<file path="config.mk">
export PLATFORM = sky130hd
export DESIGN_NAME = active_error_set
export DESIGN_NICKNAME = d
export VERILOG_FILES = /design/src/rtl/ase_pkg.sv /design/src/rtl/ase_slot_store.sv /design/src/rtl/active_error_set.sv
export SDC_FILE = /design/constraint.sdc
export NUM_CORES = 1
export LEC_CHECK = 0
export BUFFER_PORTS_ARGS = -buffer_cell sky130_fd_sc_hd__buf_2
export CORE_UTILIZATION = 38
export DETAILED_ROUTE_END_ITERATION = 7
export GPL_TIMING_DRIVEN = 0
export PLACE_DENSITY = 0.58
export SETUP_SLACK_MARGIN = 0.02
export SYNTH_ARGS = -nofsm -noshare
export SYNTH_HDL_FRONTEND = slang
export SYNTH_SLANG_ARGS = --single-unit
export TNS_END_PERCENT = 1
</file>
<file path="constraint.sdc">
create_clock -name clk -period 2.5 [get_ports clk]
set_input_delay 0.125 -clock clk [delete_from_list [all_inputs] [get_ports clk]]
set_output_delay 0.125 -clock clk [all_outputs]
set_load 0.03 [all_outputs]
</file>
<file path="src/rtl/ase_pkg.sv">
// shared command codes and constants for the active error set
package ase_pkg;

  // command codes carried on the input channel
  localparam logic [1:0] CMD_ADD       = 2'd0;
  localparam logic [1:0] CMD_REMOVE    = 2'd1;
  localparam logic [1:0] CMD_VIEW_FIRST = 2'd2;
  localparam logic [1:0] CMD_VIEW_NEXT = 2'd3;

  // width of the shown code on the result channel
  localparam int unsigned SHOWN_BITS = 8;

endpackage

</file>
<file path="src/rtl/ase_slot_store.sv">
// slot memory with per-slot occupied flags and a registered read port
module ase_slot_store #(
  parameter int SLOT_COUNT = 16,
  parameter int CODE_BITS  = 8
) (
  input  logic                          clk,
  input  logic                          rst_n,
  input  logic                          rd_en,
  input  logic [$clog2(SLOT_COUNT)-1:0] rd_addr,
  output logic [CODE_BITS-1:0]          rd_data,
  output logic                          rd_occ,
  input  logic                          wr_en,
  input  logic [$clog2(SLOT_COUNT)-1:0] wr_addr,
  input  logic [CODE_BITS-1:0]          wr_data,
  input  logic                          clr_en,
  input  logic [$clog2(SLOT_COUNT)-1:0] clr_addr
);

  logic [CODE_BITS-1:0]  mem [SLOT_COUNT];
  logic [SLOT_COUNT-1:0] occ_r;
  logic [CODE_BITS-1:0]  rd_data_r;
  logic                  rd_occ_r;

  // code storage, no reset needed since occupancy gates every read
  always_ff @(posedge clk) begin
    if (wr_en) begin
      mem[wr_addr] <= wr_data;
    end
    if (rd_en) begin
      rd_data_r <= mem[rd_addr];
    end
  end

  // occupied flags, cleared at reset so every slot starts empty
  always_ff @(posedge clk) begin
    if (!rst_n) begin
      occ_r    <= '0;
      rd_occ_r <= 1'b0;
    end else begin
      if (wr_en) begin
        occ_r[wr_addr] <= 1'b1;
      end
      if (clr_en) begin
        occ_r[clr_addr] <= 1'b0;
      end
      if (rd_en) begin
        rd_occ_r <= occ_r[rd_addr];
      end
    end
  end

  assign rd_data = rd_data_r;
  assign rd_occ  = rd_occ_r;

endmodule

</file>
<file path="src/rtl/active_error_set.sv">
// Active error set: holds up to SLOT_COUNT nonzero error codes.
// Input channel: in_valid/in_stall with in_cmd (add, remove, view first,
// view next) and in_code. Result channel: out_valid/out_stall with
// out_shown, out_shown_code and out_add_dropped; every request gives one
// result.
// Each request is handled by a sequencer that walks the slot memory one
// slot per cycle through a single read port and one shared compare.
// Add and remove walk all SLOT_COUNT slots; a view walks from its start
// slot to the end. A request that walks at least one slot goes from
// accept through the scan state, which issues the reads and compares
// the registered read data, to the finish state, which loads the
// result register; a view next that starts past the last slot passes
// the scan state with no read; an add or remove of code zero skips it.
// One request is in work at a time; in_stall is high while it runs.
// A new request can be accepted while the previous result waits in the
// output register; if the receiver stalls, the finished request holds
// in its last step until the output register is free.
// Reset (rst_n low, synchronous) empties every slot, sets the view
// cursor to the first slot and drops any pending result.
module active_error_set #(
  parameter int SLOT_COUNT = 16,
  parameter int CODE_BITS  = 8
) (
  input  logic       clk,
  input  logic       rst_n,
  input  logic       in_valid,
  output logic       in_stall,
  input  logic [1:0] in_cmd,
  input  logic [7:0] in_code,
  output logic       out_valid,
  input  logic       out_stall,
  output logic       out_shown,
  output logic [7:0] out_shown_code,
  output logic       out_add_dropped
);

  localparam int IDX_W = $clog2(SLOT_COUNT);
  localparam int CNT_W = $clog2(SLOT_COUNT + 1);

  localparam logic [1:0] ST_IDLE   = 2'd0;
  localparam logic [1:0] ST_SCAN   = 2'd1;
  localparam logic [1:0] ST_FINISH = 2'd2;

  logic [1:0]           state_r, state_nxt;
  logic [1:0]           op_r;
  logic [CODE_BITS-1:0] code_r;
  logic                 skip_r;
  logic [CNT_W-1:0]     iss_r;
  logic                 rd_vld_r;
  logic [IDX_W-1:0]     rd_idx_r;
  logic                 found_r;
  logic [IDX_W-1:0]     found_idx_r;
  logic [CODE_BITS-1:0] found_code_r;
  logic                 have_empty_r;
  logic [IDX_W-1:0]     empty_idx_r;
  logic [CNT_W-1:0]     cursor_r;
  logic                 out_valid_r;
  logic                 out_shown_r;
  logic [7:0]           out_shown_code_r;
  logic                 out_add_dropped_r;

  logic [CODE_BITS-1:0] code_in;
  logic                 in_take;
  logic                 in_skip;
  logic                 issuing;
  logic                 is_view;
  logic [CODE_BITS-1:0] rd_data;
  logic                 rd_occ;
  logic                 hit;
  logic                 fin_go;
  logic                 wr_en;
  logic                 clr_en;

  // request intake
  assign code_in  = CODE_BITS'(in_code);
  assign in_stall = (state_r != ST_IDLE);
  assign in_take  = in_valid && (state_r == ST_IDLE);
  assign in_skip  = ((in_cmd == ase_pkg::CMD_ADD) || (in_cmd == ase_pkg::CMD_REMOVE))
                    && (code_in == '0);

  // walk control and shared compare
  assign issuing = (state_r == ST_SCAN) && (iss_r < CNT_W'(SLOT_COUNT));
  assign is_view = (op_r == ase_pkg::CMD_VIEW_FIRST) || (op_r == ase_pkg::CMD_VIEW_NEXT);
  assign hit     = rd_vld_r && rd_occ && (is_view || (rd_data == code_r));
  assign fin_go  = (state_r == ST_FINISH) && (!out_valid_r || !out_stall);

  // slot updates at the end of a request
  assign wr_en  = fin_go && (op_r == ase_pkg::CMD_ADD) && !skip_r && !found_r
                  && have_empty_r;
  assign clr_en = fin_go && (op_r == ase_pkg::CMD_REMOVE) && !skip_r && found_r;

  ase_slot_store #(
    .SLOT_COUNT (SLOT_COUNT),
    .CODE_BITS  (CODE_BITS)
  ) u_store (
    .clk      (clk),
    .rst_n    (rst_n),
    .rd_en    (issuing),
    .rd_addr  (iss_r[IDX_W-1:0]),
    .rd_data  (rd_data),
    .rd_occ   (rd_occ),
    .wr_en    (wr_en),
    .wr_addr  (empty_idx_r),
    .wr_data  (code_r),
    .clr_en   (clr_en),
    .clr_addr (found_idx_r)
  );

  // sequencer next state
  always_comb begin
    state_nxt = state_r;
    unique case (state_r)
      ST_IDLE: begin
        if (in_take) begin
          state_nxt = in_skip ? ST_FINISH : ST_SCAN;
        end
      end
      ST_SCAN: begin
        if (!issuing && !rd_vld_r) begin
          state_nxt = ST_FINISH;
        end
      end
      ST_FINISH: begin
        if (fin_go) begin
          state_nxt = ST_IDLE;
        end
      end
      default: state_nxt = ST_IDLE;
    endcase
  end

  // control registers
  always_ff @(posedge clk) begin
    if (!rst_n) begin
      state_r     <= ST_IDLE;
      rd_vld_r    <= 1'b0;
      cursor_r    <= '0;
      out_valid_r <= 1'b0;
    end else begin
      state_r  <= state_nxt;
      rd_vld_r <= issuing;
      if (fin_go && is_view) begin
        cursor_r <= found_r ? (CNT_W'(found_idx_r) + CNT_W'(1)) : CNT_W'(SLOT_COUNT);
      end
      if (fin_go) begin
        out_valid_r <= 1'b1;
      end else if (!out_stall) begin
        out_valid_r <= 1'b0;
      end
    end
  end

  // request and walk payload
  always_ff @(posedge clk) begin
    if (in_take) begin
      op_r         <= in_cmd;
      code_r       <= code_in;
      skip_r       <= in_skip;
      found_r      <= 1'b0;
      have_empty_r <= 1'b0;
      iss_r        <= (in_cmd == ase_pkg::CMD_VIEW_NEXT) ? cursor_r : '0;
    end else begin
      if (issuing) begin
        iss_r <= iss_r + CNT_W'(1);
      end
      // first hit wins
      if (hit && !found_r) begin
        found_r      <= 1'b1;
        found_idx_r  <= rd_idx_r;
        found_code_r <= rd_data;
      end
      // last empty slot in walk order is the highest-numbered one
      if (rd_vld_r && !rd_occ) begin
        have_empty_r <= 1'b1;
        empty_idx_r  <= rd_idx_r;
      end
    end
    rd_idx_r <= iss_r[IDX_W-1:0];
  end

  // result register
  always_ff @(posedge clk) begin
    if (fin_go) begin
      out_shown_r       <= is_view && found_r;
      out_shown_code_r  <= (is_view && found_r) ? ase_pkg::SHOWN_BITS'(found_code_r) : '0;
      out_add_dropped_r <= (op_r == ase_pkg::CMD_ADD) && !skip_r && !found_r
                           && !have_empty_r;
    end
  end

  assign out_valid       = out_valid_r;
  assign out_shown       = out_shown_r;
  assign out_shown_code  = out_shown_code_r;
  assign out_add_dropped = out_add_dropped_r;

endmodule

</file>
==> results_dict.tcl, run 1 <==
set metrics [dict create \
    hold_class "in -> reg" \
    grt_pass1_vias 4663 \
    clock_sinks 210 \
    clock_skew_ps 8.23 \
    grt_max_degree 21 \
    peakVddDrop_uv 590 \
    root_buffer "clkbuf_16" \
    path_class "reg -> reg" \
    antenna_found_initial 0 \
    ios 26 \
    synth_mux_area_share_pct 10.8 \
    yosys_warnings 0 \
    synth_top_family_by_area "multiplexers" \
    netlist-cell-type-count 50 \
    rows 53 \
    synth.cell_area_mm2 0.00837 \
    cts-buffers-inserted 23 \
    wl_per_cell_um 22.1 \
    totalWireLength_um 18200 \
    grt_use_total_pct 16.9 \
    worstSetupEndpoint "u_store.mem[12][7]" \
    core_mm2 0.0213 \
    worstMarginPinSlew_ps 1190 \
    cts_max_level 1 \
    violations "negative setup slack" \
    setup_tns_ps -341 \
    r2r_cells 3 \
    crit_start "op_r[1]" \
    reg2reg_from "op_r[1]" \
    p_leak_nw 3.08 \
    drv_slew 0 \
    grt_pass1_wl_um 28000 \
    slowest_delay_ps 1020 \
    clockBufferDepth 3 \
    reg2reg_to "u_store.mem[12][7]" \
    diodes 0 \
    holdWs_ps 36.9 \
    synthXorXnorAreaFrac_pct 1.36 \
    synth_area_per_cell_um2 17.7 \
    relSlewSlack_pct 20.0 \
    startpoint_type "flop" \
    p_per_area_mw_per_mm2 802 \
    synthSimpleGateAreaFrac_pct 8.12 \
    fp.dieW_um 150 \
    post-place-ws_ps -302 \
    layout_setup_ws_ps -32.8 \
    fmax_mhz 395 \
    area_growth_pct 15.3 \
    endpoint_kind "flop" \
    finalNonFillerCells 823 \
    yosys_register_bits 210 \
    hold_viol 0 \
    min_period_over_period_pct 101 \
    cap_viol_max_count 0 \
    postCtsSetupBuffers 0 \
    path_clk_slew_ps 60 \
    ys_seq_area_share_pct 71.5 \
    die_area_mm2 0.0226 \
    ff2ff_setup_slack_ps -30 \
    dp.cells 774 \
    cp_max_fo 9 \
    setup_viol 17 \
    arrival_ps 2640 \
    nets 554 \
    remaining_drc_errors 0 \
    synth_compound_area_share_pct 5.54 \
    cts_tree "built" \
    drtPass1Iterations 5 \
    start_util_pct 39.3 \
    syn_inst 474 \
    route.vias.total 4526 \
    die_y_um 150 \
    dp_hpwl_um 12100 \
    drtAntennaViolNets 0 \
    vias_per_cell 5.50 \
    drive_gt1_share_pct 23.4 \
    clock_latency_ps 490 \
    critPathSlowestCell "nor4b_2" \
    synth.net_count 493 \
    crit_chain "nor4_4 -> nand4_4 -> nor4b_2" \
    layout_min_cycle_time_ps 2530 \
    crit_required_ps 2600 \
    grt_setup_unrepaired "yes" \
    gr-total-overflow 0 \
    synth_adder_area_share_pct 0.747 \
    place_congestion 0.845 \
    drt-initial-drc-count 407 \
    io_buffers 25 \
    status "complete, but fails checks" \
]
[registers in the layout, summed over array words and instances, names as in the netlist]
signal           count
code_r               8
cursor_r             5
empty_idx_r          4
found_code_r         8
found_idx_r          4
found_r              1
have_empty_r         1
iss_r                5
op_r                 2
out_add_dropped      1
out_shown            1
out_shown_code       8
out_valid            1
rd_idx_r             4
rd_vld_r             1
skip_r               1
state_r              2
u_store.mem        128
u_store.occ_r       16
u_store.rd_data      8
u_store.rd_occ       1
[cell usage after synthesis (all sizes together)]
master   number  share of area [%]
a211oi       20                1.8
a21oi        17                1.0
a311oi        1               0.10
a41oi        12                1.3
and2          2               0.15
and2b         1              0.090
and3         11               0.88
buf          13                1.0
clkbuf       12               0.54
dfxtp        32                7.7
edfxtp      178                 64
ha            5               0.75
inv           9               0.40
mux2i         9                1.1
mux4         36                9.7
nand2         7               0.31
nand2b        5               0.37
nand3        13               0.78
nand3b        1              0.090
nand4         6               0.63
nor2         18               0.81
nor2b        11               0.82
nor3          7               0.66
nor3b         4               0.48
nor4          7                1.0
nor4b         2               0.28
nor4bb        1               0.12
o2111ai       1               0.10
o21ai         5               0.30
o221a         4               0.54
o221ai        1               0.10
o22ai         3               0.22
o31a          1               0.10
or2           1              0.075
or3           4               0.48
or4           1              0.090
xnor2         2               0.21
xor2         11                1.2
[critical path, delay by kind of cell, from the launching register on]
| family | cells | cell delay [ps] |
|---|---|---|
| DFF | 1 | 510 |
| and+or+nand+nor | 3 | 1620 |
[stage by stage]
step / power [mW] / util, % / instance area (um^2)
5_1_grt: 8.01 / 45.3 / 9650
2_1_floorplan: 4.59 / - / 8370
6_report: 7.73 / 45.3 / 9650
3_5_place_dp: 4.87 / 41.6 / 8850
3_3_place_gp: 4.86 / 41.5 / 8840
4_1_cts: 7.79 / 45.2 / 9630
[where the power goes]
group          switching (mW)  internal, mW
clock                    1.25          1.68
sequential              0.111          3.92
combinational           0.450         0.330
[per-layer routing]
layer / global-route usage, % / wire length (um) / vias to the layer above
li1: - / - / 2041
met1: 22.6 / 7810 / 2330
met2: 27.9 / 8800 / 125
met3: 3.58 / 1220 / 30
met4: 4.85 / 364 / 0
met5: 0 / 0 / -
[logic make-up (layout without fill, tap and decap cells)]
family / after synthesis / count (layout)
DFF: 210 / 210
and+or+nand+nor: 102 / 102
AOI/OAI and AO/OA: 65 / 65
muxes: 45 / 45
buffers and inverters: 34 / 108
xor gates and xnor gates: 13 / 13
adders and majority gates: 5 / 5
[final cells by class]
| cell class | instances | area (um^2) |
|---|---|---|
| Buffer | 25 | 131 |
| Sequential cell | 210 | 5990 |
| Multi-Input combinational cell | 230 | 2280 |
| Inverter | 9 | 33.8 |
| Tap cell | 275 | 344 |
| Clock buffer | 29 | 598 |
| Fill cell | 1843 | 11600 |
| Clock inverter | 9 | 41.3 |
| Timing Repair Buffer | 36 | 235 |
[timing repair]
| item | 4_1_cts | 5_1_grt |
|---|---|---|
| hold buffers | 11 | 0 |
| resized for setup | 10 | 4 |
| endpoints found under the hold margin | 18 | 0 |
| endpoints found under the setup margin | 127 | 67 |
[placed cells by master, fill, tap and decap left out, drive strengths merged, types with 11 or more instances in the layout]
cell type	n
a21oi	17
dlygate4sd3	11
mux4	36
and3	11
edfxtp	178
xor2	11
buf	38
nand3	13
nor2	18
dfxtp	32
clkbuf	41
nor2b	11
a211oi	20
a41oi	12
[how the worst min path moves through the flow]
stage	startpoint	to	slack, ps	cells past startpoint
finish	in_valid	state_r[0]	40	4
global route	in_valid	state_r[0]	60	4
CTS	in_valid	state_r[0]	30	4
detailed placement	in_code[5]	code_r[5]	310	1
global placement	in_code[4]	code_r[4]	310	1
floorplan	in_code[0]	code_r[0]	220	0
No activity file was read; power rests on OpenSTA's default activity.
==> run 2, diff against run 1 <==
Settings changed: SETUP_SLACK_MARGIN 0.02 to 0.3.
==> results_dict.tcl, run 2 (synthesized netlist as in run 1, its figures left out) <==
set metrics [dict create \
    clockPowerShare_pct 37.8 \
    cts_max_level 1 \
    worstMarginPinSlew_ps 1140 \
    die_area_mm2 0.0226 \
    startpoint_type "flop" \
    clock_skew_ps 7.25 \
    cp_max_fo 10 \
    reg2reg_to "u_store.rd_data[0]" \
    hold_end "state_r[0]" \
    ff2ff_setup_slack_ps 130 \
    p_sw_mw 1.81 \
    fp.dieW_um 150 \
    setup_tns_ps 0 \
    path_class "reg -> reg" \
    p_leak_nw 3.14 \
    io_buffers 25 \
    drtAntennaViolNets 0 \
    reg.largest.list "u_store.mem: 128 flops, u_store.occ_r: 16 flops" \
    area_growth_pct 17.2 \
    setup_viol 0 \
    totalWireLength_um 18200 \
    cts-buffers-inserted 23 \
    vias_per_cell 5.52 \
    grt_pass1_wl_um 28100 \
    core_mm2 0.0213 \
    power_frac_comb_pct 10.1 \
    relSlewSlack_pct 23.8 \
    crit_required_ps 2710 \
    gr-total-overflow 0 \
    dp_hpwl_um 12100 \
    grt_max_degree 21 \
    grt_pass1_vias 4702 \
    fmax_mhz 423 \
    cts_tree "built" \
    wl_per_cell_um 22.0 \
    layout_min_cycle_time_ps 2370 \
    layout_commonest_cell "edfxtp_1" \
    hold_class "in -> reg" \
    remaining_drc_errors 0 \
    rows 53 \
    start_util_pct 39.3 \
    place_congestion 0.845 \
    p_seq_share_pct 52.1 \
    die_y_um 150 \
    route.vias.total 4579 \
    dp.cells 774 \
    hold_path_depth 4 \
    grt_setup_unrepaired "yes" \
    worst_hold_startpoint "in_valid" \
    diodes 0 \
    slowest_delay_ps 570 \
    root_buffer "clkbuf_16" \
    p_per_area_mw_per_mm2 788 \
    most-common-layout-cells "178 x edfxtp_1, 36 x mux4_2, 32 x dfxtp_1" \
    power_switching_share_pct 23.4 \
    drive_gt1_share_pct 24.3 \
    drv_slew 0 \
    hold_viol 0 \
    status "completed" \
    crit_chain "buf_4 -> buf_6 -> mux4_2 -> a211oi_1 -> a21oi_1" \
    cap_viol_max_count 0 \
    ios 26 \
    finalNonFillerCells 830 \
    critPathSlowestCell "a211oi_1" \
    top_register "u_store.mem" \
    arrival_ps 2580 \
    clock_latency_ps 490 \
    reg2reg_from "iss_r[0]" \
    intPower_mw 5.92 \
    peakVddDrop_uv 587 \
    antenna_found_initial 0 \
    total_power_mw 7.73 \
    largest_reg_flops 128 \
    nets 561 \
    critPathBufInv 2 \
    drtPass1Iterations 5 \
    critical_path.top_delay_family "compound AO/OA/AOI/OAI gates" \
    drt-initial-drc-count 439 \
    clockBufferDepth 3 \
    worst-path-stages 5 \
    r2r_cells 5 \
    path_clk_slew_ps 60 \
    endpoint_kind "flop" \
    min_period_over_period_pct 94.6 \
    grt_use_total_pct 17.1 \
    clock_sinks 210 \
]
-- run 2: per-layer routing --
layer  GRT usage, %  share of wire [%]  vias up
met4           5.10                2.0        0
li1               -                  -     2057
met3           3.58                7.0       29
met2           28.0                 49      147
met5              0                  0        -
met1           22.8                 42     2346
-- run 2: what timing repair did --
item | 4_1_cts | 5_1_grt
pin swaps | 5 | 1
buffers inserted | 6 | 1
hold endpoints to repair | 18 | 0
hold buffers | 11 | 0
gates resized for setup | 27 | 0
gates cloned | 0 | 0
setup endpoints to repair | 152 | 143
-- run 2: stage by stage --
stage / area, um^2 / utilization (%) / hold slack, ps / worst slack, ps
2_1_floorplan: 8370 / - / 224 / 425
3_5_place_dp: 8850 / 41.6 / 315 / -302
6_report: 9810 / 46.1 / 32.3 / 134
4_1_cts: 9790 / 46.0 / 28.1 / 153
3_3_place_gp: 8840 / 41.5 / 313 / -211
5_1_grt: 9810 / 46.1 / 64.3 / 24.8
-- run 2: area by class of cell --
type	count	area, um^2
buffer	25	131
clock buffer	29	598
clock inverter	9	41.3
fill	1825	11500
inverter	9	33.8
multi-input combinational	230	2350
sequential	210	5990
tap	275	344
timing repair buffer	43	325
-- run 2: worst max path at each step --
stage / slack, ps / end / startpoint
2_1_floorplan: 420 / u_store.mem[10][0] / skip_r
6_report: 130 / u_store.rd_data[0] / iss_r[0]
3_3_place_gp: -210 / found_code_r[2] / code_r[6]
5_1_grt: 20 / u_store.rd_data[7] / iss_r[1]
3_5_place_dp: -300 / found_code_r[2] / code_r[6]
4_1_cts: 150 / u_store.mem[15][1] / empty_idx_r[1]
-- run 2: worst min-delay path, stage by stage --
cell and delay, ps:
buf_2 100, inv_2 80, o31a_1 140, nor3_1 40
-- run 2: power groups by stage --
stage / logic [mW] / registers [mW] / clock network (mW)
global placement: 0.763 / 4.09 / 0
global route: 0.847 / 4.04 / 3.12
floorplan: 0.534 / 4.06 / 0
finish: 0.784 / 4.03 / 2.92
CTS: 0.794 / 4.03 / 2.97
detailed placement: 0.772 / 4.10 / 0
==> run 3, diff against run 2 <==
Settings changed: CELL_PAD_IN_SITES_DETAIL_PLACEMENT set to 1, CELL_PAD_IN_SITES_GLOBAL_PLACEMENT set to 1, GPL_TIMING_DRIVEN 0 to not set, PLACE_DENSITY 0.58 to 0.64.
==> results_dict.tcl, run 3 (synthesized netlist as in run 1, its figures left out) <==
set metrics [dict create \
    status "completed" \
    crit_required_ps 2700 \
    fp.dieW_um 150 \
    ios 26 \
    grt_setup_unrepaired "yes" \
    route.vias.total 4623 \
    rows 53 \
    top_register "u_store.mem" \
    finalNonFillerCells 841 \
    wl_per_cell_um 23.6 \
    startpoint_type "flop" \
    io_buffers 25 \
    nets 570 \
    reg2reg_to "u_store.rd_data[5]" \
    diodes 0 \
    min_period_over_period_pct 85.3 \
    peakVddDrop_uv 654 \
    hold_class "in -> reg" \
    arrival_ps 2340 \
    largest_reg_flops 128 \
    p_per_area_mw_per_mm2 822 \
    grt_max_degree 38 \
    layout_commonest_cell "edfxtp_1" \
    totalWireLength_um 19900 \
    setup_tns_ps 0 \
    clockBufferDepth 3 \
    p_leak_nw 3.27 \
    path_class "reg -> reg" \
    most-common-layout-cells "178 x edfxtp_1, 40 x buf_4, 36 x mux4_2" \
    reg2reg_from "iss_r[0]" \
    endpoint_kind "flop" \
    antenna_found_initial 0 \
    drive_gt1_share_pct 27.9 \
    cts-buffers-inserted 22 \
    grt_pass1_wl_um 30600 \
    drtPass1Iterations 4 \
    die_y_um 150 \
    die_area_mm2 0.0226 \
    core_mm2 0.0213 \
    gr-total-overflow 0 \
    setup_viol 0 \
    fmax_mhz 469 \
    start_util_pct 39.3 \
    remaining_drc_errors 0 \
    drt-initial-drc-count 344 \
    place_congestion 0.799 \
    hold_path_depth 4 \
    vias_per_cell 5.50 \
    ff2ff_setup_slack_ps 370 \
    grt_pass1_vias 4948 \
    drv_slew 0 \
    dp_hpwl_um 13300 \
    relSlewSlack_pct 42.4 \
    clock_sinks 210 \
    cp_max_fo 13 \
    clock_skew_ps 4.52 \
    r2r_cells 4 \
    multi_input_area_mm2 0.00222 \
    root_buffer "clkbuf_16" \
    cts_max_level 1 \
    cap_viol_max_count 0 \
    hold_end "state_r[0]" \
    grt_use_total_pct 18.7 \
    reg.largest.list "u_store.mem: 128 flops, u_store.occ_r: 16 flops" \
    area_growth_pct 18.1 \
    register_area_mm2 0.00599 \
    clock_latency_ps 500 \
    worst_hold_startpoint "in_valid" \
    cts_tree "built" \
    worstMarginPinSlew_ps 864 \
    hold_viol 0 \
    drtAntennaViolNets 0 \
    path_clk_slew_ps 60 \
    fillers 2041 \
    layout_min_cycle_time_ps 2130 \
    dp.cells 788 \
    post_cts_resized 0 \
]
-- run 3: changes by cell type in the layout (fill, tap and decap cells not counted), sizes merged --
| cell | before | now |
|---|---|---|
| clkinv | 9 | 10 |
| clkinvlp | 0 | 1 |
| buf | 45 | 67 |
| clkbuf | 41 | 25 |
| bufinv | 0 | 3 |
-- run 3: worst max path at each step --
stage	slack, ps	depth (start not counted)	startpoint	end
after CTS	330	5	skip_r	u_store.mem[8][3]
after global placement	400	5	skip_r	u_store.mem[8][1]
after detailed placement	340	5	skip_r	u_store.mem[8][1]
after global routing	270	5	op_r[0]	u_store.mem[8][3]
final	370	4	iss_r[0]	u_store.rd_data[5]
after floorplan	420	4	skip_r	u_store.mem[10][0]
-- run 3: layout make-up --
type / instances / share of cell area [%]
flip-flops and latches: 210 / 60.5
repair buffers: 78 / 5.82
inverters: 9 / 0.342
clock buffers: 25 / 5.89
multi-input cells: 230 / 22.5
clock inverters: 14 / 1.47
well taps: 275 / 3.48
-- run 3: timing repair --
item,4_1_cts,5_1_grt
hold buffers,11,0
hold endpoints to repair,17,0
buffers inserted,0,3
setup endpoints to repair,0,42
-- run 3: critical path, stage by stage, from the launching register on --
cell and delay (ps):
edfxtp_1 400, buf_4 320, mux4_2 560, mux2i_1 410, a21oi_1 140
-- run 3: per-stage QoR --
| stage | power [mW] | area, um^2 | utilization [%] | setup WS, ps | hold slack [ps] |
|---|---|---|---|---|---|
| 2_1_floorplan | 4.59 | 8370 | - | 425 | 224 |
| 3_3_place_gp | 4.87 | 9030 | 42.4 | 400 | 313 |
| 3_5_place_dp | 4.90 | 9030 | 42.4 | 342 | 317 |
| 4_1_cts | 8.20 | 9870 | 46.4 | 332 | 17.2 |
| 5_1_grt | 8.40 | 9890 | 46.5 | 271 | 59.5 |
| 6_report | 8.13 | 9890 | 46.5 | 367 | 40.5 |
-- run 3: power breakdown --
| group | switching (mW) | internal (mW) | total [mW] |
|---|---|---|---|
| clock | 1.30 | 1.98 | 3.28 |
| combinational | 0.459 | 0.371 | 0.829 |
| sequential | 0.101 | 3.92 | 4.02 |
| total | 1.86 | 6.27 | 8.13 |
-- run 3: metal layers --
| metal | global-route usage, % | wire (um) | up-vias |
|---|---|---|---|
| met5 | 0 | 0 | - |
| met4 | 5.10 | 420 | 0 |
| met3 | 2.64 | 1150 | 30 |
| met2 | 29.9 | 9350 | 120 |
| met1 | 26.6 | 8960 | 2403 |
| li1 | - | - | 2070 |
